`src/design/nstr_pkg.sv`:
```
// shared types and codes of the nested section trace recorder
package nstr_pkg;

   localparam int TS_W       = 48;
   localparam int NAME_W     = 16;
   localparam int COLOR_W    = 32;
   localparam int CMD_W      = 2;
   localparam int STATUS_W   = 2;
   localparam int CSR_IDX_W  = 2;
   localparam int CSR_DATA_W = 48;

   localparam logic [CMD_W-1:0] CMD_OPEN    = 2'd0;
   localparam logic [CMD_W-1:0] CMD_CLOSE   = 2'd1;
   localparam logic [CMD_W-1:0] CMD_MARKER  = 2'd2;
   localparam logic [CMD_W-1:0] CMD_COLLECT = 2'd3;

   localparam logic [STATUS_W-1:0] ST_RECORD    = 2'd0;
   localparam logic [STATUS_W-1:0] ST_EMPTY     = 2'd1;
   localparam logic [STATUS_W-1:0] ST_OVERFLOW  = 2'd2;
   localparam logic [STATUS_W-1:0] ST_UNDERFLOW = 2'd3;

   localparam logic [CSR_IDX_W-1:0] CSR_COLOR_TAG  = 2'd0;
   localparam logic [CSR_IDX_W-1:0] CSR_AGE_ENABLE = 2'd1;
   localparam logic [CSR_IDX_W-1:0] CSR_MAX_AGE    = 2'd2;

   localparam logic [COLOR_W-1:0] COLOR_RESET = 32'hFFFF_FFFF;

   typedef logic [TS_W-1:0]    ts_type;
   typedef logic [NAME_W-1:0]  name_type;
   typedef logic [COLOR_W-1:0] color_type;

   typedef struct packed {
      ts_type    start_ts;
      ts_type    end_ts;
      name_type  name;
      color_type color;
   } rec_type;

endpackage

```
`src/design/nstr_age_unit.sv`:
```
// age check: wrapping 48-bit subtract and compare against the limit
module nstr_age_unit (
   input  nstr_pkg::ts_type now_ts,
   input  nstr_pkg::ts_type start_ts,
   input  nstr_pkg::ts_type max_age,
   output logic             too_old
);
   import nstr_pkg::*;

   ts_type age;

   // age wraps modulo 2^48
   assign age     = now_ts - start_ts;
   assign too_old = age > max_age;

endmodule

```
`config.mk`:
```
export PLATFORM = sky130hd
export DESIGN_NAME = nstr_age_unit
export DESIGN_NICKNAME = d
export VERILOG_FILES = /design/src/design/nstr_pkg.sv /design/src/design/nstr_age_unit.sv
export SDC_FILE = /design/constraint.sdc
export NUM_CORES = 1
export LEC_CHECK = 0
export ABC_AREA = 0
export BUFFER_PORTS_ARGS = -buffer_cell sky130_fd_sc_hd__buf_2
export CAP_MARGIN = 15
export CORE_ASPECT_RATIO = 0.9
export CORE_MARGIN = 4
export CORE_UTILIZATION = 30
export DETAILED_ROUTE_END_ITERATION = 7
export GPL_ROUTABILITY_DRIVEN = 0
export PLACE_DENSITY_LB_ADDON = 0.08
export SLEW_MARGIN = 10
export SYNTH_ARGS = -nofsm -noshare
export SYNTH_HDL_FRONTEND = slang
export SYNTH_SLANG_ARGS = --single-unit
```
`constraint.sdc`:
```
create_clock -name vclk -period 4.26
set_input_delay 0 -clock vclk [all_inputs]
set_output_delay 0 -clock vclk [all_outputs]
set_load 0.01 [all_outputs]
```
# After elaboration in Yosys (flattened, before gate mapping)
# Cells that the tools add are included.
[word_totals] reg_bits=0 output_inout_bits=1
[op_classes] n_addsub=1 magnitude_cmp=1
[op_table] operator="greater-than comparator 48 bit" count=1
[op_table] operator="subtractor 48 bit" count=1

# Depth between registers and ports, before layout
[depth] word_depth=2 depth_mapped=21 ltp_nobuf=21

# Worst setup path before layout
# Ideal clock, no wire load.
[synth_timing] kind="input -> output" startpoint="in now_ts[0]" endpoint="out too_old" arrival_ns=3.322 required_ns=4.260 slack_ns=0.938 stages=21 n_path_buf=0 cell_sequence="inv_1 > ha_1 > inv_1 > fa_1 > a21o_1 > a21oi_2 > o21ai_2 > a21oi_1 > nand2b_1 > a21oi_1 > o21ai_1 > a221oi_1 > xnor2_1 > ha_1 > a21o_1 > a21o_1 > a21oi_1 > o21ai_0 > a221o_1 > a221oi_1 > a31oi_1"
[synth_between] elab_chain_cells=2
[synth_lines] element="start, declared" line_no="nstr_age_unit.sv:3" source="input nstr_pkg::ts_type now_ts,"
[synth_lines] element="subtractor 48 bit" line_no="nstr_age_unit.sv:13" source="assign age = now_ts - start_ts;"
[synth_lines] element="greater-than comparator 48 bit" line_no="nstr_age_unit.sv:14" source="assign too_old = age > max_age;"
[synth_lines] element="end, declared" line_no="nstr_age_unit.sv:6" source="output logic too_old"
# Every way passes these cells.

# Worst setup path after layout
# Same ends and word-level chain as after synthesis.

==> summary.txt <==
Max Cap Viol = 0
Crit path to = too_old
Max-slew headroom = 0.732
Die area = 0.0149 mm^2
CP Class = input pin to primary output
Crit. End Element = primary output
Largest net degree at the start of global routing = 9
Final-report setup violation count = 0
Crit path required time = 4.26 ns
Final wirelength = 11.4 mm
Wirelength per Cell = 13.1 um
Iter 0 DRT Violations = 160
Seq. cell area = 0 um^2
Cell taking the most area after synthesis = ha_1
P&R area growth vs syn = 22.7%
Crit path DAT = 3.92 ns
Hpwl dp = 10.4 mm
Fin Hold WS = 0.846 ns
Remaining Overflow, GRT = 0
First-pass GRT wire length = 18.8 mm
Worst-path fanout max = 4
FFs & Latches = 0
Post-route minimum period = 3.92 ns
Hold Fails Final Rpt = 0
IO Pins = 145
RSZ-0062 raised after global routing = no
N_diodes = 0
Die Y = 116 um
Vias in the first global route = 4,123
Core area = 0.0127 mm^2
Share of layout cells above drive strength 1 = 0.232
Die span in x = 128 um
Status = complete, no violations
Drt via density = 4.92
Fin nets = 945
Slew Limit Fails = 0
Initial antenna violation count = 0
Multi-input gate area = 0.00347 mm^2
Post-CTS Hold Buffers = 0
PostCTS Resize Cnt = 0
Fillers = 1,423
GRT Total Usage = 0.147
Clk_buf instances = 0
Post-synthesis cell count = 568
Final Cycle Share = 0.920
Fmax = 255 MHz
Yosys top cell area share = 0.305
Leakage = 2.87 nW
Worst vdd ir = 0.0468 mV
Mapped cell area = 0.00389 mm^2
Startpoint class of the critical path = input pin
Post-CTS Setup Inserts = 0
Synth cell types = 48
Starting Density = 0.307
Slew @ Worst Pin = 0.401 ns
Residual DRC = 0
Most common cell after layout, fill and taps aside = buf_2
Most frequent cells in the layout = buf_2 (145), inv_1 (101), ha_1 (95), a21oi_1 (59), a21o_1 (51)
Detailed-route via count = 4,266
YS warnings = 0
Worst hold path type = input pin to primary output
ANT nets after route = 0
Synth top area cells = ha_1 (31%), a21o_1 (9.8%), inv_1 (9.7%)
DRT Pass-1 Iters = 4
PwrDens = 161 mW/mm^2
Rows = 39
Syn avg cell area = 6.86 um^2
Worst setup startpoint = now_ts[0]
Register area share after synthesis = 0
TNS Setup = 0 ns
Port Buffer Count = 145
Syn Nets = 808
layout make-up:
type	count	area share
inverters	101	0.0793
multi-input cells	457	0.726
well taps	164	0.0429
repair buffers	145	0.152
power breakdown:
part / internal, mW / leakage, nW / switching, mW / total, mW
clock network: 0 / 0 / 0 / 0
registers: 0 / 0 / 0 / 0
logic: 0.355 / 2.87 / 0.413 / 0.768
total: 0.355 / 2.87 / 0.413 / 0.768
per-layer routing:
layer | GRT usage | vias up | routed length [um]
met4 | 0.00778 | 0 | 56
met2 | 0.249 | 117 | 4990
li1 | - | 2287 | -
met1 | 0.219 | 1856 | 5780
met5 | 0 | - | 0
met3 | 0.00549 | 6 | 568
through the flow:
stage / util / worst slack [ns] / cells / total power, mW / area, um^2
after floorplan: - / 0.938 / 568 / 0.559 / 3890
after global placement: 0.376 / 0.370 / 867 / 0.756 / 4770
after detailed placement: 0.376 / 0.221 / 867 / 0.770 / 4770
after CTS: 0.376 / 0.229 / 867 / 0.775 / 4770
after global routing: 0.377 / 0.0293 / 867 / 0.880 / 4780
final: 0.377 / 0.341 / 867 / 0.768 / 4780
worst max-delay path, cell delays in order:
cell and delay (ns):
buf_2 0.10, inv_1 0.05, ha_1 0.15, inv_1 0.05, fa_1 0.39, a21o_1 0.18, a21oi_2 0.18, o21ai_2 0.13
a21oi_2 0.18, nand2b_1 0.10, a21oi_1 0.22, o21ai_1 0.13, a221oi_1 0.36, xnor2_1 0.12, ha_1 0.18, a21o_1 0.17
a21o_1 0.17, a21oi_1 0.16, o21ai_0 0.09, a221o_1 0.26, a221oi_1 0.26, a31oi_1 0.10, buf_2 0.18
Yosys cell counts (4+ instances only):
| cell | instances |
|---|---|
| a211oi_1 | 4 |
| a21o_1 | 51 |
| a21oi_1 | 60 |
| a221oi_1 | 4 |
| a31oi_1 | 11 |
| and3_1 | 7 |
| clkbuf_1 | 6 |
| ha_1 | 95 |
| inv_1 | 101 |
| nand2_1 | 40 |
| nand2b_1 | 4 |
| nand3_1 | 15 |
| nand4_1 | 17 |
| nor2_1 | 23 |
| nor3_1 | 10 |
| o21a_1 | 5 |
| o21ai_0 | 22 |
| o21ai_2 | 6 |
| o21bai_1 | 4 |
| xnor2_1 | 26 |
| xor2_1 | 18 |
cell families (layout without fill, tap and decap cells):
| kind of cell | after synthesis | count (layout) | share of synthesized area |
|---|---|---|---|
| compound gates | 188 | 188 | 0.320 |
| xor+xnor | 44 | 44 | 0.0989 |
| fa+ha+maj | 96 | 96 | 0.310 |
| buf+inv | 111 | 246 | 0.111 |
| simple gates | 129 | 129 | 0.160 |
worst min path at each step:
stage                 from      end  slack [ns]  cells after the start
2_1_floorplan   max_age[0]  too_old        0.45                      4
3_5_place_dp   max_age[47]  too_old        0.90                      8
4_1_cts        max_age[47]  too_old        0.90                      8
3_3_place_gp   max_age[47]  too_old        0.87                      8
5_1_grt        max_age[47]  too_old        0.94                      8
6_report       max_age[47]  too_old        0.85                      8
Note: power is estimated with default switching activity, not from simulation.
