File: src/design/nstr_pkg.sv
// shared types and codes of the nested section trace recorder
package nstr_pkg;

   localparam int TS_W       = 48;
   localparam int NAME_W     = 16;
   localparam int COLOR_W    = 32;
   localparam int CMD_W      = 2;
   localparam int STATUS_W   = 2;
   localparam int CSR_IDX_W  = 2;
   localparam int CSR_DATA_W = 48;

   localparam logic [CMD_W-1:0] CMD_OPEN    = 2'd0;
   localparam logic [CMD_W-1:0] CMD_CLOSE   = 2'd1;
   localparam logic [CMD_W-1:0] CMD_MARKER  = 2'd2;
   localparam logic [CMD_W-1:0] CMD_COLLECT = 2'd3;

   localparam logic [STATUS_W-1:0] ST_RECORD    = 2'd0;
   localparam logic [STATUS_W-1:0] ST_EMPTY     = 2'd1;
   localparam logic [STATUS_W-1:0] ST_OVERFLOW  = 2'd2;
   localparam logic [STATUS_W-1:0] ST_UNDERFLOW = 2'd3;

   localparam logic [CSR_IDX_W-1:0] CSR_COLOR_TAG  = 2'd0;
   localparam logic [CSR_IDX_W-1:0] CSR_AGE_ENABLE = 2'd1;
   localparam logic [CSR_IDX_W-1:0] CSR_MAX_AGE    = 2'd2;

   localparam logic [COLOR_W-1:0] COLOR_RESET = 32'hFFFF_FFFF;

   typedef logic [TS_W-1:0]    ts_type;
   typedef logic [NAME_W-1:0]  name_type;
   typedef logic [COLOR_W-1:0] color_type;

   typedef struct packed {
      ts_type    start_ts;
      ts_type    end_ts;
      name_type  name;
      color_type color;
   } rec_type;

endpackage

File: src/design/nstr_stack.sv
// section stack storage: label and start arrays, registered read of one entry
module nstr_stack #(
   parameter int DEPTH = 16,
   parameter int AW    = 4
) (
   input  logic               clock,
   input  logic               label_we,
   input  logic               start_we,
   input  logic [AW-1:0]      wr_addr,
   input  nstr_pkg::name_type wr_label,
   input  nstr_pkg::ts_type   wr_start,
   input  logic               rd_en,
   input  logic [AW-1:0]      rd_addr,
   output nstr_pkg::name_type rd_label,
   output nstr_pkg::ts_type   rd_start
);
   import nstr_pkg::*;

   name_type label_mem_ff [DEPTH];
   ts_type   start_mem_ff [DEPTH];
   name_type rd_label_ff;
   ts_type   rd_start_ff;

   always_ff @(posedge clock) begin
      if (label_we) begin
         label_mem_ff[wr_addr] <= wr_label;
      end
      if (start_we) begin
         start_mem_ff[wr_addr] <= wr_start;
      end
      if (rd_en) begin
         rd_label_ff <= label_mem_ff[rd_addr];
         rd_start_ff <= start_mem_ff[rd_addr];
      end
   end

   assign rd_label = rd_label_ff;
   assign rd_start = rd_start_ff;

endmodule

File: config.mk
export PLATFORM = sky130hd
export DESIGN_NAME = nstr_stack
export DESIGN_NICKNAME = d
export VERILOG_FILES = /design/src/design/nstr_pkg.sv /design/src/design/nstr_stack.sv
export SDC_FILE = /design/constraint.sdc
export NUM_CORES = 1
export LEC_CHECK = 0
export BUFFER_PORTS_ARGS = -buffer_cell sky130_fd_sc_hd__buf_2
export CAP_MARGIN = 15
export CORE_ASPECT_RATIO = 2
export CORE_MARGIN = 2
export CORE_UTILIZATION = 28
export CTS_BUF_LIST = sky130_fd_sc_hd__clkbuf_16
export CTS_CLUSTER_DIAMETER = 50
export CTS_CLUSTER_SIZE = 10
export DETAILED_ROUTE_END_ITERATION = 8
export SLEW_MARGIN = 5
export SYNTH_ARGS = -nofsm -noshare
export SYNTH_HDL_FRONTEND = slang
export SYNTH_SLANG_ARGS = --single-unit
File: constraint.sdc
create_clock -name clock -period 5.65 [get_ports clock]
set_clock_uncertainty 0.05 [all_clocks]
set_input_delay 0.8475 -clock clock [delete_from_list [all_inputs] [get_ports clock]]
set_output_delay 0.8475 -clock clock [all_outputs]
set_load 0.02 [all_outputs]
* Word level (Yosys, flattened, before mapping)
Memory sizes are Yosys's and may differ from the RTL's. A register that Yosys moved wholly into a read port is not among the register bits. Index checks and enable logic that the tools add are counted.
Storage, ports and cells: bits in registers 0, bits in writable memories 1024, input bits 76, output and inout port bits 64, word-level logic and storage cells 6, memories 2
Memories:
- start_mem_ff | depth 16, width 48, rd ports 1, clocked after memory_dff 1, write ports 1, RTL line nstr_stack.sv:20 | ts_type start_mem_ff [DEPTH];
- label_mem_ff | depth 16, width 16, rd ports 1, clocked after memory_dff 1, write ports 1, RTL line nstr_stack.sv:19 | name_type label_mem_ff [DEPTH];
Cells by class: mux-type cells 4
Operators by type and width (count):
- 2-to-1 mux 1 bit | 4

* Longest topological paths before layout
Gate-level depths: netlist of the first run.
depth in word-level cells 2, mapped depth 6, mapped depth without buffers 3

* Least setup slack after synthesis of the first run
Ideal clock, no wire load.
path type input -> register, start point in wr_addr[3], end point mem start_mem_ff[0][0] (netlist bit) (enable), library setup time 454 ps, data arrival time 3398 ps, required time 5146 ps, slack 1748 ps, cell stages on the path 2, path buffers 0, cell sequence or3b_2 -> nor2_1
RTL lines:
- start: declaration | RTL line nstr_stack.sv:9 | input logic [AW-1:0] wr_addr,
- end: declaration | RTL line nstr_stack.sv:20
Straight into the memory's write port.

* Worst setup path after layout of the first run
start point in wr_addr[1], end point mem start_mem_ff[13][11] (netlist bit) (enable)
Straight into the memory's write port.

==> out/qor.yml, run 1 <==
clock_tree:
  post_cts_buffers: 0
  htreeDepth: 3
  clkLatencyLatePin_ns: 0.70
  hold_buffers: 0
  cts_buffers: 121
  path_clk_slew_ns: 0.05
  cts-resized-gates: 0
  tritoncts: "done"
  root_buffer: "clkbuf_16"
  cts_num_sinks: 1088
  cts_max_path_buffers: 3
detailed_routing:
  wl_met2_mm: 40.05
  totalWireLength_mm: 87.75
  post_drt_wl_per_cell_um: 23.05
  dr.max_layer_used: "met5"
  num_vias: 18260
  drtIter0Drc: 1827
  drtAntennaViolNets: 0
  viasPerCell: 4.796
  m1WireLength_mm: 39.44
  first_pass_iters: 5
  routed-wl-met3_mm: 6.763
  drc: 0
timing:
  fin_crit_sh: 0.4807
  whs_ns: 0.4680
  rsz0062_at_grt: "no"
  min_period_ns: 2.716
  maxClockFrequency_ghz: 0.3682
  relSlewSlack: 0.2153
  worst_pin_slew_ns: 1.175
  finalSetupViolations: 0
  maxSlewViolCount: 0
  hold_viol: 0
  tns_ns: 0
die:
  die_area_mm2: 0.1473
  die_h_um: 540.7
  ios: 140
  start_util: 0.2811
  row_count: 197
  core_area_mm2: 0.1435
  die_x_um: 272.3
setup_path:
  worst-path-buf-inv: 2
  arrival_ns: 3.00
  path_delay_family: "simple AND/OR/NAND/NOR gates"
  cp.required_ns: 5.94
  crit_fanout: 24
  max_stage_delay_ns: 1.01
  path_class: "input pin to flop"
  worstSetupStartpointType: "input pin"
  worstSetupEndpointType: "flop"
  crit_chain: "buf_2, nand2b_1, nor2_4, buf_4"
  cp_slowest_cell: "nor2_4"
global_routing:
  grt_overflow: 0
  grt_max_degree: 93
  grt_usage: 0.1180
  antenna_found_initial: 25
  grt_pass1_wl_mm: 129.2
  grt_pass1_vias: 19314
cells_and_area:
  fillers: 13494
  fin_nets: 1972
  layoutNonFillerInstCount: 3807
  drive_gt1_frac: 0.3218
  syn_to_final_growth_pct: 16.25
placed_design:
  place_congestion: 0.7003
  io_buffers: 139
  dp_hpwl_mm: 45.85
  dp.cells: 3662
power_and_ir_drop:
  p_leak_nw: 14.60
  ir_worst_vdd_uv: 292.7
  power-per-cell-area_mw_per_mm2: 356.1
synthesis:
  synth_fp_nets: 1747
  ys_seq_elements: 1088
  ys_warn_count: 0
  ys.flop_type: "edfxtp_1"
  synth.area.top_cells: "edfxtp_1 81%, mux4_2 14%, a22oi_1 2.4%, nand2_1 0.61%, clkbuf_1 0.43%"
  synth.avg_cell_area_um2: 24.13
  async_flop_share: 0
  ys_top_cells_by_count: "1088 x edfxtp_1, 256 x mux4_2, 128 x a22oi_1"
  synth_edf_count: 1088
  ys_seq_area_frac: 0.8102
  synth.largest_area_cell: "edfxtp_1"
  synth.top_cell.area_share: 0.8102
  syn_inst: 1671
  syn_area_mm2: 0.04032
  yosysMostFrequentCell: "edfxtp_1"
  synth.distinct_cells: 17
run_status:
  status: "complete, no violations"
flow_run:
  max-cap-violations: 0
worst_hold_path:
  hold_path.class: "input pin to flop"
==> stage by stage <==
step | area [um2] | worst slack [ns] | total power, mW | util
floorplan | 40320 | 1.748 | 9.789 | -
global route | 46870 | 2.817 | 17.20 | 0.3267
finish | 46880 | 2.934 | 16.69 | 0.3268
CTS | 46850 | 2.945 | 16.85 | 0.3266
global placement | 43600 | 2.279 | 10.14 | 0.3039
detailed placement | 43600 | 2.213 | 10.16 | 0.3039
==> worst paths after layout <==
| kind | start | depth (start not counted) | endpoint | slack, ns |
|---|---|---|---|---|
| hold reg to reg | start_mem_ff[12][42]$_DFFE_PP_ | 3 | rd_start[42]$_DFFE_PP_ | 0.68 |
| setup reg to reg | start_mem_ff[11][1]$_DFFE_PP_ | 3 | rd_start[1]$_DFFE_PP_ | 4.04 |
| hold / removal | wr_start[3] | 1 | start_mem_ff[6][3]$_DFFE_PP_ | 0.47 |
| setup / recovery | wr_addr[1] | 4 | start_mem_ff[13][11]$_DFFE_PP_ | 2.93 |
==> cell families (layout without fill, tap and decap cells) <==
group | Yosys count | in the layout | share of synthesized area
DFF | 1088 | 1088 | 0.8102
muxes | 256 | 256 | 0.1430
AOI/OAI and AO/OA | 128 | 128 | 0.02383
and+or+nand+nor | 112 | 112 | 0.01148
buffers and inverters | 87 | 330 | 0.01151
other | 0 | 3 | 0
==> layer usage <==
layer / track usage / vias to the layer above
met2: 0.1781 / 632
met1: 0.1719 / 9890
met5: 0 / -
met4: 0.02990 / 34
li1: - / 7574
met3: 0.02687 / 130
==> worst register-to-register path, stage by stage (launching register included) <==
cell      delay, ns
edfxtp_1       0.36
mux4_2         0.46
a22oi_1        0.25
nand2_1        0.20
==> final cells by class <==
cell class	count	area [um2]	area share
well taps	1890	2365	0.05045
flip-flops and latches	1088	32670	0.6970
diodes	3	7.507	0.0001601
multi-input cells	496	7375	0.1573
clock buffers	122	3053	0.06513
clock inverters	19	200.2	0.004271
repair buffers	189	1206	0.02573
==> cells in the final DEF, fill, tap and decap left out, drive strengths merged <==
cell	n
nor2	33
buf	189
mux4	256
or3b	2
nand3	2
nand2	65
diode	3
inv	13
nand2b	2
nor2b	2
and2	1
nand3b	4
a22oi	128
clkinv	5
bufinv	1
or2	1
clkbuf	122
edfxtp	1088
==> power by group <==
group	switching, mW	internal (mW)
Sequential	0.0544	9.10
Clock	2.87	3.84
Combinational	0.513	0.310
Total	3.44	13.3
==> sequential cells by signal, summed over array words and instances (netlist names) <==
register / cells
start_mem_ff: 768
rd_label: 16
rd_start: 48
label_mem_ff: 256
No activity file was read; power rests on OpenSTA's default activity.
==> inputs of run 2 (changes only) <==
clock period = 2.3 ns   (was 5.65 ns; I/O delays follow)
==> out/qor.yml, run 2 (same netlist as run 1, synthesis figures left out) <==
run_status:
  status: "complete, no violations"
clock_tree:
  cts_buffers: 133  # +9.9%
  root_buffer: "clkbuf_16"
  cts-resized-gates: 0  # unchanged
  tritoncts: "done"
  cts_num_sinks: 1088  # unchanged
  htreeDepth: 4  # +1
  clkLatencyLatePin_ns: 0.71  # about the same
  cts_max_path_buffers: 3  # unchanged
  path_clk_slew_ns: 0.05  # about the same
detailed_routing:
  drc: 0  # unchanged
  post_drt_wl_per_cell_um: 23.87  # +3.5%
  drtIter0Drc: 2116  # +16%
  totalWireLength_mm: 94.94  # +8.2%
  drtAntennaViolNets: 0  # unchanged
  viasPerCell: 4.818  # +0.45%
  num_vias: 19167  # +5.0%
  first_pass_iters: 5  # unchanged
global_routing:
  grt_overflow: 0  # unchanged
  grt_usage: 0.1283  # +0.01031
  antenna_found_initial: 13  # -48%
  grt_pass1_wl_mm: 138.1  # +6.9%
  grt_pass1_vias: 20007  # +3.6%
  grt_max_degree: 53  # -43%
cells_and_area:
  syn_to_final_growth_pct: 22.03
  top_register: "start_mem_ff"
  fillers: 13276  # -1.6%
  drive_gt1_frac: 0.3365  # +0.01469
  largest_register_ffs: 768  # unchanged
  final_util: 0.3430  # +0.01624
  fin_nets: 2125  # +7.8%
  layoutNonFillerInstCount: 3978  # +4.5%
  layout_common_cells: "1088 x edfxtp_1, 256 x mux4_2, 136 x buf_2"
  layout_commonest_cell: "edfxtp_1"
timing:
  relSlewSlack: 0.6019  # +0.3866
  tns_ns: 0  # unchanged
  worst_pin_slew_ns: 0.5972  # -0.5774 ns
  maxSlewViolCount: 0  # unchanged
  finalSetupViolations: 0  # unchanged
  hold_viol: 0  # unchanged
  setup_ws_ns: 0.4583  # -2.476 ns
  maxClockFrequency_ghz: 0.5430
  min_period_ns: 1.842
  fin_crit_sh: 0.8007
  rsz0062_at_grt: "no"
die:
  start_util: 0.2811  # unchanged
  die_h_um: 540.7  # unchanged
  ios: 140  # unchanged
  die_area_mm2: 0.1473  # unchanged
  row_count: 197  # unchanged
  core_area_mm2: 0.1435  # unchanged
  die_x_um: 272.3  # unchanged
power_and_ir_drop:
  switchingPower_mw: 8.878  # +160%
  power-per-cell-area_mw_per_mm2: 869.1  # +140%
  ir_worst_vdd_uv: 644.8  # +120%
  p_clk_frac: 0.420  # +0.018
  p_leak_nw: 15.66  # +7.3%
  pwr-share-comb: 0.053  # +0.004
  p_sw_frac: 0.2076  # +0.001482
  p_total_mw: 42.77  # +160%
  p_seq_frac: 0.526  # -0.023
  p_int_mw: 33.89  # +160%
setup_path:
  arrival_ns: 1.45  # -1.55 ns
  worst-path-buf-inv: 1  # -1
  path_delay_family: "flip-flops"
  cp_slowest_cell: "edfxtp_1"
  max_stage_delay_ns: 0.52  # -0.49 ns
  cp.required_ns: 1.90  # -4.04 ns
  worstSetupStartpointType: "flop"
  crit_chain: "buf_2"
  worstSetupEndpointType: "output port"
  path_class: "flop to output port"
  crit_fanout: 1  # -96%
placed_design:
  dp.cells: 3739  # +2.1%
  dp_hpwl_mm: 54.12  # +18%
  place_ws_ns: 0.1496  # -2.063 ns
  place_congestion: 0.7349  # +4.9%
  io_buffers: 139  # unchanged
worst_hold_path:
  hold_path.class: "input pin to flop"
flow_run:
  max-cap-violations: 0  # unchanged
-- run 2: area by class of cell --
class                      instances  area [um2]  area share
multi-input combinational        496        7335      0.1491
clock buffer                     135        3378     0.06865
tap                             1890        2365     0.04806
sequential                      1088       32670      0.6640
clock inverter                    34       267.8    0.005441
antenna                            5       12.51   0.0002543
timing repair buffer             330        3178     0.06459
-- run 2: worst paths after layout --
| path | from | endpoint | slack [ns] | cells after the start |
|---|---|---|---|---|
| worst max register to register | label_mem_ff[11][9]$_DFFE_PP_ | rd_label[9]$_DFFE_PP_ | 0.70 | 3 |
| worst min-delay path | wr_addr[0] | start_mem_ff[5][22]$_DFFE_PP_ | 0.23 | 3 |
| worst max-delay path | rd_label[0]$_DFFE_PP_ | rd_label[0] | 0.46 | 1 |
| worst min register to register | start_mem_ff[12][40]$_DFFE_PP_ | rd_start[40]$_DFFE_PP_ | 0.69 | 3 |
-- run 2: what timing repair did --
action                    4_1_cts  5_1_grt
hold buffers                   65        0
hold endpoints to repair     1035        0
buffers inserted                0        0
-- run 2: layer usage --
layer,vias up,GRT usage,part of all wire
met4,18,0.03661,0.019
met3,152,0.03352,0.084
met1,10272,0.1818,0.44
met5,-,0,0.0012
li1,7925,-,-
met2,800,0.1942,0.46
-- run 2: power by group through the flow --
stage	sequential, mW	combinational [mW]	clock (mW)
floorplan	23.0	1.08	0
global placement	22.9	2.18	0
detailed placement	22.9	2.21	0
CTS	22.5	2.32	18.3
global route	22.5	2.46	19.1
finish	22.5	2.29	18.0
-- run 2: through the flow --
stage | hold WS (ns) | area (um2)
after detailed placement | 0.6791 | 44900
after floorplan | 0.3939 | 40420
after global placement | 0.6630 | 44900
after CTS | 0.1764 | 49190
after global routing | 0.2009 | 49200
final | 0.2257 | 49210
